$ cat config.mk
export PLATFORM = sky130hd
export DESIGN_NAME = vwpp_csr
export DESIGN_NICKNAME = d
export VERILOG_FILES = /design/src/vwpp_pkg.sv /design/src/vwpp_csr.sv
export SDC_FILE = /design/constraint.sdc
export NUM_CORES = 2
export LEC_CHECK = 0
export BUFFER_PORTS_ARGS = -buffer_cell sky130_fd_sc_hd__buf_2
export CORE_AREA = 4 4 257 259
export DETAILED_ROUTE_END_ITERATION = 12
export DIE_AREA = 0 0 261 263
export GPL_TIMING_DRIVEN = 0
export PLACE_DENSITY = 0.88
export SYNTH_ARGS = -nofsm -noshare
export SYNTH_HDL_FRONTEND = slang
export SYNTH_SLANG_ARGS = --single-unit
$ cat constraint.sdc
create_clock -name clock -period 9.59 [get_ports clock]
set_clock_uncertainty 0.1 [all_clocks]
set_input_delay 0.4795 -clock clock [delete_from_list [all_inputs] [get_ports clock]]
set_output_delay 0.4795 -clock clock [all_outputs]
set_load 0.01 [all_outputs]
$ cat src/vwpp_pkg.sv
// Shared types, constants and helpers of the variable-width Philox permutation.
// No dependencies; every other file uses these by scoped names.
package vwpp_pkg;

   // Fixed multipliers: round mixing constant and key schedule constant.
   localparam logic [63:0] MIX_MULT = 64'hD2B7_4407_B1CE_6E93;
   localparam logic [63:0] KEY_MULT = 64'h9E37_79B9_7F4A_7C15;

   // Register reset values.
   localparam logic [5:0]  LEFT_WIDTH_RESET  = 6'd32;
   localparam logic [5:0]  RIGHT_WIDTH_RESET = 6'd32;
   localparam logic [4:0]  ROUND_COUNT_RESET = 5'd7;
   localparam logic [63:0] KEY_SEED_RESET    = 64'd7777777;

   // Default depth of the round pipeline.
   localparam int MAX_ROUNDS_DEFAULT = 16;

   // Configuration port.
   localparam int CSR_IDX_W  = 2;
   localparam int CSR_DATA_W = 64;
   localparam logic [CSR_IDX_W-1:0] CSR_LEFT_WIDTH  = 2'd0;
   localparam logic [CSR_IDX_W-1:0] CSR_RIGHT_WIDTH = 2'd1;
   localparam logic [CSR_IDX_W-1:0] CSR_ROUND_COUNT = 2'd2;
   localparam logic [CSR_IDX_W-1:0] CSR_KEY_SEED    = 2'd3;

   // Static settings seen by every round stage.
   typedef struct packed {
      logic [5:0]  lw;    // left width, 1..32
      logic [5:0]  rw;    // right width, 1..32
      logic [63:0] base;  // key_seed * KEY_MULT, wrapped
   } cfg_type;

   // One beat travelling between round stages.
   typedef struct packed {
      logic        valid;
      logic [31:0] left;
      logic [31:0] right;
   } beat_type;

   // Limit a width to 1..32.
   function automatic logic [5:0] clamp_width(input logic [5:0] w);
      logic [5:0] r;
      if (w == 6'd0) begin
         r = 6'd1;
      end else if (w > 6'd32) begin
         r = 6'd32;
      end else begin
         r = w;
      end
      return r;
   endfunction

   // Low-bit mask for a width of 1..32; 32 gives all ones.
   function automatic logic [31:0] width_mask(input logic [5:0] w);
      logic [31:0] m;
      if (w >= 6'd32) begin
         m = '1;
      end else begin
         m = (32'd1 << w) - 32'd1;
      end
      return m;
   endfunction

endpackage

$ cat src/vwpp_csr.sv
// Configuration registers and round key base precompute.
// Depends on vwpp_pkg.
module vwpp_csr #(
   parameter int MAX_ROUNDS = vwpp_pkg::MAX_ROUNDS_DEFAULT,
   parameter int CNT_W      = $clog2(MAX_ROUNDS + 1)
) (
   input  logic                             clock,
   input  logic                             reset,
   input  logic                             csr_wr_en,
   input  logic [vwpp_pkg::CSR_IDX_W-1:0]   csr_index,
   input  logic [vwpp_pkg::CSR_DATA_W-1:0]  csr_wdata,
   output vwpp_pkg::cfg_type                cfg,
   output logic [CNT_W-1:0]                 rounds
);

   localparam logic [31:0] KEY_LO  = vwpp_pkg::KEY_MULT[31:0];
   localparam logic [31:0] KEY_HI  = vwpp_pkg::KEY_MULT[63:32];
   localparam logic [63:0] SEED_RST = vwpp_pkg::KEY_SEED_RESET;
   localparam logic [63:0] PLL_RST  = 64'(SEED_RST[31:0]) * 64'(KEY_LO);
   localparam logic [63:0] PA_FULL  = 64'(SEED_RST[31:0]) * 64'(KEY_HI);
   localparam logic [63:0] PB_FULL  = 64'(SEED_RST[63:32]) * 64'(KEY_LO);
   localparam logic [31:0] PA_RST   = PA_FULL[31:0];
   localparam logic [31:0] PB_RST   = PB_FULL[31:0];
   localparam logic [63:0] BASE_RST = PLL_RST + {PA_RST + PB_RST, 32'd0};
   localparam int          RND_RST_INT =
      (int'(vwpp_pkg::ROUND_COUNT_RESET) > MAX_ROUNDS) ? MAX_ROUNDS
                                                        : int'(vwpp_pkg::ROUND_COUNT_RESET);
   localparam logic [CNT_W-1:0] RND_RST = CNT_W'(RND_RST_INT);

   logic [5:0]       lw_ff, lw_in;
   logic [5:0]       rw_ff, rw_in;
   logic [CNT_W-1:0] rnd_ff, rnd_in;
   logic [63:0]      pll_ff, pll_in;
   logic [31:0]      pa_ff, pa_in;
   logic [31:0]      pb_ff, pb_in;
   logic [63:0]      base_ff, base_in;
   logic [4:0]       rc;
   logic [63:0]      pa_full, pb_full;

   // Decode writes; clamp widths and round count as they land
   always_comb begin
      lw_in   = lw_ff;
      rw_in   = rw_ff;
      rnd_in  = rnd_ff;
      pll_in  = pll_ff;
      pa_in   = pa_ff;
      pb_in   = pb_ff;
      rc      = csr_wdata[4:0];
      pa_full = 64'(csr_wdata[31:0]) * 64'(KEY_HI);
      pb_full = 64'(csr_wdata[63:32]) * 64'(KEY_LO);
      if (csr_wr_en) begin
         unique case (csr_index)
            vwpp_pkg::CSR_LEFT_WIDTH: begin
               lw_in = vwpp_pkg::clamp_width(csr_wdata[5:0]);
            end
            vwpp_pkg::CSR_RIGHT_WIDTH: begin
               rw_in = vwpp_pkg::clamp_width(csr_wdata[5:0]);
            end
            vwpp_pkg::CSR_ROUND_COUNT: begin
               if (rc == 5'd0) begin
                  rnd_in = CNT_W'(1);
               end else if (int'(rc) > MAX_ROUNDS) begin
                  rnd_in = CNT_W'(MAX_ROUNDS);
               end else begin
                  rnd_in = CNT_W'(rc);
               end
            end
            vwpp_pkg::CSR_KEY_SEED: begin
               // Split the wrapped 64x64 product into 32x32 partial products
               pll_in = 64'(csr_wdata[31:0]) * 64'(KEY_LO);
               pa_in  = pa_full[31:0];
               pb_in  = pb_full[31:0];
            end
            default: begin
            end
         endcase
      end
   end

   // Combine the registered partial products of a seed write
   assign base_in = pll_ff + {pa_ff + pb_ff, 32'd0};

   always_ff @(posedge clock) begin
      if (reset) begin
         lw_ff   <= vwpp_pkg::LEFT_WIDTH_RESET;
         rw_ff   <= vwpp_pkg::RIGHT_WIDTH_RESET;
         rnd_ff  <= RND_RST;
         pll_ff  <= PLL_RST;
         pa_ff   <= PA_RST;
         pb_ff   <= PB_RST;
         base_ff <= BASE_RST;
      end else begin
         lw_ff   <= lw_in;
         rw_ff   <= rw_in;
         rnd_ff  <= rnd_in;
         pll_ff  <= pll_in;
         pa_ff   <= pa_in;
         pb_ff   <= pb_in;
         base_ff <= base_in;
      end
   end

   assign cfg.lw   = lw_ff;
   assign cfg.rw   = rw_ff;
   assign cfg.base = base_ff;
   assign rounds   = rnd_ff;

endmodule

==> results.py <==
metrics = {
    "clock_tree": {
        "cts_inserted_buffers": 21,
        "cts_setup_buffers": 0,
        "h-tree-depth": 1,
        "cts_resized": 0,
        "clkLatencyLatePin_ns": 0.56,
        "clkSlewWorstSetupHoldPaths_ns": 0.07,
        "cts_root_buf": "clkbuf_16",
        "numClockSinks": 206,
        "cts_tree": "built",
        "ctsHoldBuffers": 0,
        "cts.path.max_buffers": 3,
    },
    "setup_path": {
        "crit_family": "adder cells",
        "path_common_cell": "fa_1",
        "startpoint_type": "input pin",
        "cp_slowest_stage_delay_ns": 0.67,
        "worstPathMaxFanout": 13,
        "critPathSlowestCell": "o21ai_0",
        "path_class": "input pin to register",
        "worst-path-buf-inv": 7,
        "r2r-start": "pa_ff[0]$_SDFFE_PP1P_",
        "startpoint": "csr_wdata[4]",
        "critical_path_required_ns": 9.86,
        "arrival_ns": 8.71,
        "endpoint_kind": "register",
    },
    "sta": {
        "max-slew-margin-rel_pct": 20.76,
        "finalSetupViolCount": 0,
        "final_hold_viol_count": 0,
        "worst_pin_slew_ns": 1.189,
        "period_minus_slack_ns": 8.438,
        "hold-worst-slack_ns": 0.2832,
        "grt_setup_unrepaired": "false",
        "post-route-period-util_pct": 87.98,
        "drv_slew": 0,
        "fmax_mhz": 118.5,
        "tns_ns": 0,
    },
    "detailed_routing": {
        "first_pass_iters": 8,
        "via_per_inst": 5.941,
        "num_vias": 31530,
        "finalWirelength_um": 131600,
        "ant_nets": 0,
        "drt_iter0_markers": 2883,
        "route.detailed.drc": 0,
        "wl_per_cell_um": 24.80,
    },
    "logic_synthesis": {
        "ys_warn_count": 0,
        "synth_top_cell_area_share_pct": 36.68,
        "synth_area_leaders": "fa_1 37%, ha_1 22%, dfxtp_1 9.9%",
        "synth_cell_types": 73,
        "yosys.area.top_type": "fa_1",
        "ys_ff_latch": 206,
        "avgSynthCellArea_um2": 9.764,
        "synth_top_flop_cell": "dfxtp_1",
        "syn_nets": 5845,
        "async_flop_share_pct": 0,
        "synthesis.instances": 4265,
        "seq_area_frac_synth_pct": 9.903,
        "synth_enable_flop_cells": 0,
        "synth_area_um2": 41640,
    },
    "final_layout": {
        "layout.nets": 6016,
        "utilization_pct": 69.16,
        "antenna_cells": 0,
        "area_growth_pct": 6.102,
        "drive_above_1_share_pct": 5.212,
        "fillers": 4913,
    },
    "job": {
        "max-cap-violations": 0,
    },
    "outcome": {
        "status": "complete, no violations",
    },
    "floorplan": {
        "die_width_um": 261,
        "core_um2": 63880,
        "ios": 150,
        "fp-row-count": 93,
        "die_h_um": 263,
        "die-area_um2": 68640,
        "initial_utilization_pct": 65.19,
    },
    "global_routing": {
        "grt_use_total_pct": 39.19,
        "antenna_found_initial": 4,
        "grt_pass1_wl_um": 200700,
        "overflow": 0,
        "grt_max_degree": 23,
        "first_global_vias": 33570,
    },
    "placement": {
        "gp_congestion": 1.089,
        "port-buffer-count": 148,
        "hpwl_um": 114700,
    },
    "min_path": {
        "hp-start": "csr_wdata[32]",
        "hp-class": "input pin to register",
    },
}
-- logic make-up (layout without fill, tap and decap cells) --
| kind of cell | Yosys count | in the layout | synth area share, % |
|---|---|---|---|
| AOI/OAI and AO/OA | 626 | 626 | 9.723 |
| xor gates and xnor gates | 218 | 218 | 4.585 |
| adders and majority gates | 1511 | 1511 | 59.16 |
| buffers and inverters | 1142 | 1328 | 10.31 |
| DFF | 206 | 206 | 9.903 |
| muxes | 6 | 6 | 0.1442 |
| and+or+nand+nor | 556 | 556 | 6.178 |
-- metrics by stage --
stage	worst slack, ns	cells	area [um^2]
3_3_place_gp	0.8597	5268	43450
3_5_place_dp	0.8088	5268	43450
5_1_grt	0.9406	5306	44180
6_report	1.152	5306	44180
2_1_floorplan	2.606	4265	41640
4_1_cts	1.309	5306	44180
-- path summary, 6_finish.rpt --
kind	endpoint	slack, ns	cells after the start
hold reg to reg	pll_ff[19]$_SDFFE_PP0P_	0.35	2
setup / recovery	pa_ff[31]$_SDFFE_PP1P_	1.15	26
setup reg to reg	base_ff[63]$_SDFF_PP1_	3.83	22
hold / removal	pb_ff[0]$_SDFFE_PP0P_	0.28	3
-- cell usage after synthesis (all sizes together), types with 17 or more instances --
cell type	instances
o21ai	121
or2	23
o21bai	29
o211ai	32
fa	763
ha	748
a31oi	17
nor2	105
clkbuf	63
a21oi	214
nand4	19
xor2	58
nand3	35
nor2b	28
a211oi	25
and3	20
xnor2	160
nor3	29
inv	1067
a21o	81
o21a	17
nand2	243
dfxtp	206
-- state kept, by name, indices dropped and copies added, names as in the netlist --
signal / cells
base_ff: 64
pll_ff: 61
rw_ff: 6
pb_ff: 32
pa_ff: 32
rounds: 5
lw_ff: 6
-- final cells by class --
cell class,instances,area (um^2),area share (%)
clock buffer,25,580.6,1.314
timing repair buffer,148,740.7,1.676
tap,855,1070,2.421
buffer,74,285.3,0.6457
multi-input combinational,2917,33220,75.20
inverter,1068,4009,9.073
sequential,206,4124,9.334
clock inverter,13,150.1,0.3398
-- worst min-delay path, stage by stage --
cell and delay, ns:
buf_2 0.22, nand2_1 0.11, a21oi_1 0.06
-- placed cells by master (no fill, tap or decap), types with 15 or more instances in the layout --
cell type and count:
inv_1 1067, fa_1 763, ha_1 748, nand2_1 243, a21oi_1 213, dfxtp_1 206, xnor2_1 160, buf_2 154
o21ai_0 114, nor2_1 105, a21o_1 81, clkbuf_1 63, xor2_1 58, nand3_1 35, o211ai_1 32, nor3_1 29
o21bai_1 29, nor2b_1 28, a211oi_1 24, or2_2 23, clkbuf_16 21, and3_1 20, nand4_1 19, o21a_1 17
a31oi_1 17, o31ai_1 15
-- routing by layer --
layer | track usage, % | part of all wire [%] | wire (um)
met1 | 50.32 | 37 | 49170
met2 | 60.99 | 45 | 58860
met3 | 10.19 | 11 | 13860
met4 | 21.24 | 7.3 | 9627
met5 | 0 | 0.039 | 51
Power is not shown: default switching activity piles up to over one toggle a cycle in this logic, so the estimate is an artifact.
