[src/vwpp_pkg.sv]
// Shared types, constants and helpers of the variable-width Philox permutation.
// No dependencies; every other file uses these by scoped names.
package vwpp_pkg;

   // Fixed multipliers: round mixing constant and key schedule constant.
   localparam logic [63:0] MIX_MULT = 64'hD2B7_4407_B1CE_6E93;
   localparam logic [63:0] KEY_MULT = 64'h9E37_79B9_7F4A_7C15;

   // Register reset values.
   localparam logic [5:0]  LEFT_WIDTH_RESET  = 6'd32;
   localparam logic [5:0]  RIGHT_WIDTH_RESET = 6'd32;
   localparam logic [4:0]  ROUND_COUNT_RESET = 5'd7;
   localparam logic [63:0] KEY_SEED_RESET    = 64'd7777777;

   // Default depth of the round pipeline.
   localparam int MAX_ROUNDS_DEFAULT = 16;

   // Configuration port.
   localparam int CSR_IDX_W  = 2;
   localparam int CSR_DATA_W = 64;
   localparam logic [CSR_IDX_W-1:0] CSR_LEFT_WIDTH  = 2'd0;
   localparam logic [CSR_IDX_W-1:0] CSR_RIGHT_WIDTH = 2'd1;
   localparam logic [CSR_IDX_W-1:0] CSR_ROUND_COUNT = 2'd2;
   localparam logic [CSR_IDX_W-1:0] CSR_KEY_SEED    = 2'd3;

   // Static settings seen by every round stage.
   typedef struct packed {
      logic [5:0]  lw;    // left width, 1..32
      logic [5:0]  rw;    // right width, 1..32
      logic [63:0] base;  // key_seed * KEY_MULT, wrapped
   } cfg_type;

   // One beat travelling between round stages.
   typedef struct packed {
      logic        valid;
      logic [31:0] left;
      logic [31:0] right;
   } beat_type;

   // Limit a width to 1..32.
   function automatic logic [5:0] clamp_width(input logic [5:0] w);
      logic [5:0] r;
      if (w == 6'd0) begin
         r = 6'd1;
      end else if (w > 6'd32) begin
         r = 6'd32;
      end else begin
         r = w;
      end
      return r;
   endfunction

   // Low-bit mask for a width of 1..32; 32 gives all ones.
   function automatic logic [31:0] width_mask(input logic [5:0] w);
      logic [31:0] m;
      if (w >= 6'd32) begin
         m = '1;
      end else begin
         m = (32'd1 << w) - 32'd1;
      end
      return m;
   endfunction

endpackage

[src/vwpp_round.sv]
// One mixing round as two register stages: multiply, then add/xor/shift.
// Depends on vwpp_pkg.
module vwpp_round #(
   parameter int MAX_ROUNDS  = vwpp_pkg::MAX_ROUNDS_DEFAULT,
   parameter int CNT_W       = $clog2(MAX_ROUNDS + 1),
   parameter int ROUND_INDEX = 0
) (
   input  logic                clock,
   input  logic                reset,
   input  logic                en,
   input  vwpp_pkg::cfg_type   cfg,
   input  logic [CNT_W-1:0]    rounds,
   input  vwpp_pkg::beat_type  beat_in,
   output vwpp_pkg::beat_type  beat_out
);

   localparam logic [31:0] MIX_LO = vwpp_pkg::MIX_MULT[31:0];
   localparam logic [31:0] MIX_HI = vwpp_pkg::MIX_MULT[63:32];

   // Stage A: partial products of MIX_MULT * left
   logic        a_valid_ff, a_valid_in;
   logic [31:0] a_left_ff;
   logic [31:0] a_right_ff;
   logic [63:0] a_plo_ff, a_plo_in;
   logic [31:0] a_phi_ff, a_phi_in;
   logic [63:0] phi_full;

   // Stage B: round output
   logic        b_valid_ff;
   logic [31:0] b_left_ff, b_left_in;
   logic [31:0] b_right_ff, b_right_in;

   logic        active;
   logic [31:0] hi, lo, key, mixed;
   logic [63:0] key_sum;
   logic [5:0]  d_rl, d_lr;

   assign a_valid_in = beat_in.valid;
   assign a_plo_in   = 64'(beat_in.left) * 64'(MIX_LO);
   assign phi_full   = 64'(beat_in.left) * 64'(MIX_HI);
   assign a_phi_in   = phi_full[31:0];

   always_ff @(posedge clock) begin
      if (reset) begin
         a_valid_ff <= 1'b0;
      end else if (en) begin
         a_valid_ff <= a_valid_in;
      end
   end

   always_ff @(posedge clock) begin
      if (en) begin
         a_left_ff  <= beat_in.left;
         a_right_ff <= beat_in.right;
         a_plo_ff   <= a_plo_in;
         a_phi_ff   <= a_phi_in;
      end
   end

   // Finish the wrapped product, build the round key, mix the halves; inactive rounds pass the beat
   always_comb begin
      active  = CNT_W'(ROUND_INDEX) < rounds;
      hi      = a_plo_ff[63:32] + a_phi_ff;
      lo      = a_plo_ff[31:0];
      key_sum = cfg.base + 64'(ROUND_INDEX);
      key     = key_sum[63:32];
      d_rl    = cfg.rw - cfg.lw;
      d_lr    = cfg.lw - cfg.rw;
      if (cfg.rw >= cfg.lw) begin
         mixed = (lo << d_rl) | (a_right_ff >> cfg.lw);
      end else begin
         mixed = (lo >> d_lr) | (a_right_ff << d_lr);
      end
      if (active) begin
         b_left_in  = (hi ^ key ^ a_right_ff) & vwpp_pkg::width_mask(cfg.lw);
         b_right_in = mixed & vwpp_pkg::width_mask(cfg.rw);
      end else begin
         b_left_in  = a_left_ff;
         b_right_in = a_right_ff;
      end
   end

   always_ff @(posedge clock) begin
      if (reset) begin
         b_valid_ff <= 1'b0;
      end else if (en) begin
         b_valid_ff <= a_valid_ff;
      end
   end

   always_ff @(posedge clock) begin
      if (en) begin
         b_left_ff  <= b_left_in;
         b_right_ff <= b_right_in;
      end
   end

   assign beat_out.valid = b_valid_ff;
   assign beat_out.left  = b_left_ff;
   assign beat_out.right = b_right_ff;

endmodule

[config.mk]
export PLATFORM = sky130hd
export DESIGN_NAME = vwpp_round
export DESIGN_NICKNAME = d
export VERILOG_FILES = /design/src/vwpp_pkg.sv /design/src/vwpp_round.sv
export SDC_FILE = /design/constraint.sdc
export NUM_CORES = 2
export LEC_CHECK = 0
export ABC_AREA = 1
export ABC_CLOCK_PERIOD_IN_PS = 7600
export BUFFER_PORTS_ARGS = -buffer_cell sky130_fd_sc_hd__clkbuf_2
export CORE_MARGIN = 2
export CORE_UTILIZATION = 60
export DETAILED_ROUTE_END_ITERATION = 16
export GPL_TIMING_DRIVEN = 0
export MAX_ROUTING_LAYER = met4
export PLACE_DENSITY = 0.85
export SLEW_MARGIN = 20
export SYNTH_ARGS = -nofsm -noshare
export SYNTH_HDL_FRONTEND = slang
export SYNTH_SLANG_ARGS = --single-unit
[constraint.sdc]
create_clock -name clock -period 7.6 [get_ports clock]
set_input_delay 1.52 -clock clock [delete_from_list [all_inputs] [get_ports clock]]
set_output_delay 1.52 -clock clock [all_outputs]
set_load 0.02 [all_outputs]
==> results.tsv, run 1 <==
stage	metric	value	unit
synthesis	xor/xnor share of the synthesized area	3.40	%
status	Failed at	5_1_grt	
synthesis	Primary FF master, synth	edfxtp_1	
synthesis	Compound-Gate Fraction of Synth Area	6.81	%
clock_network	Inserted Clock Buffers	24	
clock_network	largest buffer count on any clock path	3	
synthesis	Yosys warnings	0	
synthesis	post-synthesis cell type count	56	
synthesis	post-synthesis sequential area ratio	14.4	%
placed_design	gpl congestion	1.18	
floorplan	row cnt	101	
clock_network	cts hold-fix bufs	0	
status	status	stopped before the end	
clock_network	clock sinks	223	
synthesis	main combinational cell family by area after synthesis	adder cells	
grt	antenna violations before repair	37	
synthesis	Post-Synth Simple-Gate Area	23.1	%
synthesis	Post-synth ARST share	0	%
grt	Overflow after GRT	2	
clock_network	H-tree depth	1	
floorplan	chip height	282	um
grt	total track usage	72.7	%
floorplan	DIE WIDTH	282	um
synthesis	Avg Synthesized Cell Area	7.67	sq um
status	First Err	[ERROR GRT-0232] Routing congestion too high. Check the congestion heatmap in the GUI.	
clock_network	clock root buffer	clkbuf_16	
placed_design	placed cell count	7249	
synthesis	syn_nets	7366	
placed_design	hpwl dp	170000	um
floorplan	Ports	214	
placed_design	port bufs	181	
synthesis	Synth Area in Adders	40.9	%
synthesis	Post-Syn Instances	6036	
timing	worst-path endpoint category	sequential cell input	
timing	GR repair worst EP	a_plo_ff[43]$_DFFE_PP_/D	
synthesis	Post-synth EDFFs	221	
synthesis	Seq cells post-synth	223	
grt	largest net degree at the start of global routing	79	
floorplan	Initial Utilization	60.8	%
synthesis	Synth Cell Area	46300	sq um
synthesis	mux share of post-synthesis cell area	0.0216	%
==> metrics by stage <==
step / area (sq um) / setup WS, ns / hold slack, ns
CTS: 50000 / 0.00739 / 0.464
detailed placement: 48600 / -1.92 / 0.451
global placement: 48500 / -1.84 / 0.442
floorplan: 46300 / 0.595 / 0.430
==> cell usage after synthesis, types with 18 or more instances <==
cell type | number | share of area [%]
a21oi_1 | 203 | 2.2
fa_1 | 555 | 24
inv_1 | 1194 | 9.7
buf_2 | 78 | 0.84
xor2_1 | 86 | 1.6
o21bai_1 | 22 | 0.36
a21o_1 | 22 | 0.36
nor3_1 | 40 | 0.43
nand3_1 | 625 | 6.8
clkbuf_1 | 38 | 0.31
buf_1 | 19 | 0.15
or2_2 | 18 | 0.24
nand4_1 | 43 | 0.58
edfxtp_1 | 221 | 14
nor2_1 | 350 | 2.8
o211ai_1 | 53 | 0.86
nand2_1 | 1408 | 11
o21ai_1 | 37 | 0.40
ha_1 | 626 | 17
o21ai_0 | 178 | 1.9
xnor2_1 | 85 | 1.6
==> layer usage <==
metal,GRT usage (%),overflow
met4,67.1,1
met2,86.8,1
met5,-,-
met3,55.3,0
met1,74.1,0
==> what timing repair did <==
action | in CTS
setup endpoints to repair | 41
resized for setup | 125
setup buffers | 11
pin swaps | 4
==> cells by family after synthesis <==
group	after synthesis
buf+inv	1358
simple gates	2539
compound gates	559
fa+ha+maj	1181
xor+xnor	175
flops	223
mux	1
==> run 2, diff against run 1 <==
--- a/config.mk
+++ b/config.mk
@@ -9,11 +9,10 @@
 export ABC_CLOCK_PERIOD_IN_PS = 7600
 export BUFFER_PORTS_ARGS = -buffer_cell sky130_fd_sc_hd__clkbuf_2
 export CORE_MARGIN = 2
-export CORE_UTILIZATION = 60
+export CORE_UTILIZATION = 40
 export DETAILED_ROUTE_END_ITERATION = 16
 export GPL_TIMING_DRIVEN = 0
-export MAX_ROUTING_LAYER = met4
-export PLACE_DENSITY = 0.85
+export PLACE_DENSITY_LB_ADDON = 0.15
 export SLEW_MARGIN = 20
 export SYNTH_ARGS = -nofsm -noshare
 export SYNTH_HDL_FRONTEND = slang
==> results.tsv, run 2 <==
stage	metric	value	unit	change
synthesis	Post-Syn Instances	6036		unchanged
min_path	Min-Delay Startpoint	a_valid_ff		
finish	fin cells	7803		
synthesis	Seq cells post-synth	223		unchanged
synthesis	post-synthesis cell type count	56		unchanged
critical_path	CP Cell Sequence	clkbuf_16 > ha_1 > inv_1 > fa_1 > fa_1 > fa_1 > fa_1 > inv_1 > fa_1 > fa_1 > fa_1 > ha_2 > nand2_1 > nor2_1 > inv_1 > nor2_1 > nand4_1 > o211ai_1 > xor2_2		
placed_design	hpwl dp	179000	um	+5.7%
synthesis	Synth top cells by count	nand2_1 (1408), inv_1 (1194), ha_1 (626)		
synthesis	cell taking the most area after synthesis	fa_1		
synthesis	cell with the most instances after synthesis	nand2_1		
timing	fmax	131	MHz	
grt	vias in the first global route	42268		
timing	Worst Skew	0.0121	ns	
route	Post-Route WL	211000	um	
clock_network	Inserted Clock Buffers	26		+8.3%
placed_design	port bufs	181		unchanged
timing	Final setup viols	1		
min_path	Hold WC Path Type	reg2reg		
floorplan	Initial Utilization	40.4	%	-20 points
synthesis	top cells by area, synth	fa_1 (24%), ha_1 (17%), edfxtp_1 (14%)		
critical_path	WP data required	7.93	ns	
route	DR WL/cell	27.1	um	
grt	first-pass GRT wire length	298000	um	
finish	Biggest register	a_plo_ff		
placed_design	gpl congestion	1.03		-13%
route	Vias	42187		
job	max-cap viol count	0		
clock_network	H-tree depth	1		unchanged
finish	most common cell after layout, fill and taps aside	nand2_1		
timing	Final period util	100	%	
route	First DRT Iteration DRCs	3690		
status	status	finished with violations		
clock_network	clock sinks	223		unchanged
floorplan	row cnt	124		+23%
finish	Layout fillers	12009		
timing	Hold Vio Cnt, Final	0		
critical_path	CP max FO	16		
grt	antenna violations before repair	6		
critical_path	reg-to-reg startpoint	a_right_ff[27]		
synthesis	Post-synth ARST share	0	%	unchanged
critical_path	crit path launch type	input port		
finish	NumNets Final	7601		
clock_network	CTS tree	yes		
synthesis	Synth Cell Area	46300	sq um	unchanged
finish	ratio of cells with drive above 1 in the final layout	7.77	%	
clock_network	Worst-Skew Late Latency	0.62	ns	
floorplan	DIE WIDTH	344	um	+22%
timing	RSZ-0062 raised after global routing	true		
finish	Layout area overhead	10.5	%	
synthesis	Post-synth EDFFs	221		unchanged
placed_design	placed cell count	7731		+6.6%
timing	Slew Limit Fails	0		
floorplan	die area	118000	sq um	
floorplan	Ports	214		unchanged
finish	max reg flops	63		
critical_path	Crit path buffers/inverters	4		
grt	largest net degree at the start of global routing	93		
critical_path	max incr delay on CP	0.57	ns	
clock_network	clock root buffer	clkbuf_16		
grt	total track usage	35.5	%	
clock_network	largest buffer count on any clock path	3		unchanged
critical_path	critical path's top delay family	adder cells		
critical_path	CP Class	in2reg		
route	DRT antenna net count	0		
critical_path	slowest CP cell	fa_1		
synthesis	Avg Synthesized Cell Area	7.67	sq um	unchanged
route	drt first pass iters	6		
status	failing checks	negative setup slack		
critical_path	Critical Path Start	beat_in[45]		
timing	Worst slew margin	35.8	%	
timing	pin slew with the least headroom to its limit	0.954	ns	
finish	commonest non-fill, non-tap cells in the layout	nand2_1 (1402), inv_1 (1186), nand3_1 (623)		
synthesis	Primary FF master, synth	edfxtp_1		
route	vias per inst	5.41		
synthesis	Yosys warnings	0		unchanged
critical_path	worst endpoint data arrival time	7.96	ns	
grt	Overflow after GRT	0		
synthesis	post-synth top area share	24.0	%	unchanged
timing	final worst slack	-0.0210	ns	
critical_path	Worst Setup End Kind	register		
floorplan	chip height	344	um	+22%
route	DRC viols	0		
floorplan	core area	115000	sq um	
timing	clock period minus worst slack	7.62	ns	
clock_network	Clock transition at path regs	0.06	ns	
synthesis	syn_nets	7366		unchanged
synthesis	post-synthesis sequential area ratio	14.4	%	unchanged
critical_path	cell mode on critical path	fa_1		
[run 2: logic make-up after synthesis]
logic type                 count (synthesis)  synth area share, %
AOI/OAI and AO/OA                        559                 6.81
buffers and inverters                   1358                 11.3
xor gates and xnor gates                 175                 3.40
and+or+nand+nor                         2539                 23.1
muxes                                      1               0.0216
adders and majority gates               1181                 40.9
DFF                                      223                 14.4
[run 2: through the flow]
stage               utilization (%)  hold WS [ns]  setup slack [ns]  TNS [ns]  area [sq um]
finish                         44.7         0.458           -0.0210   -0.0210         51200
detailed placement             42.9         0.452             -2.16    -55.27         49200
global route                   44.7         0.488           -0.0859    -0.188         51200
global placement               42.9         0.438             -2.14    -54.78         49100
floorplan                         -         0.430             0.595         0         46300
CTS                            44.3         0.460           -0.0294   -0.0294         50700
[run 2: worst min-delay path, cell delays in order (launching register included)]
cell	delay (ns)
dfxtp_1	0.31
nand2_1	0.05
a21oi_1	0.05
[run 2: area by class of cell]
type | count | area, sq um | area share [%]
tap | 1512 | 1890 | 3.70
sequential | 223 | 6680 | 13.0
buffer | 145 | 691 | 1.35
antenna | 1 | 2.50 | 0.00489
timing repair buffer | 207 | 1510 | 2.94
multi-input combinational | 4455 | 34900 | 68.2
inverter | 1213 | 4580 | 8.96
clock buffer | 29 | 662 | 1.29
clock inverter | 18 | 270 | 0.528
[run 2: routing by layer]
layer	vias up	share of wire (%)	GRT usage, %
li1	19635	-	-
met5	-	0.0076	0
met3	386	5.3	3.47
met1	20551	40	43.6
met2	1613	47	59.9
met4	2	7.9	22.6
[run 2: path summary, 6_finish.rpt]
path | slack, ns | depth (start not counted) | endpoint
worst max-delay path | -0.02 | 19 | a_plo_ff[43]
worst min-delay path | 0.46 | 2 | b_valid_ff
worst min register to register | 0.46 | 2 | b_valid_ff
worst max register to register | 4.38 | 10 | b_right_ff[3]
[run 2: timing repair]
action / 4_1_cts / 5_1_grt
endpoints found under the setup margin: 41 / 25
pin swaps: 3 / 10
gates cloned: 0 / 0
hold buffers: 0 / 0
gates resized for setup: 120 / 84
buffers inserted: 12 / 12
Power of run 2 is not shown: default switching activity piles up to over one toggle a cycle in this logic, so the estimate is an artifact.
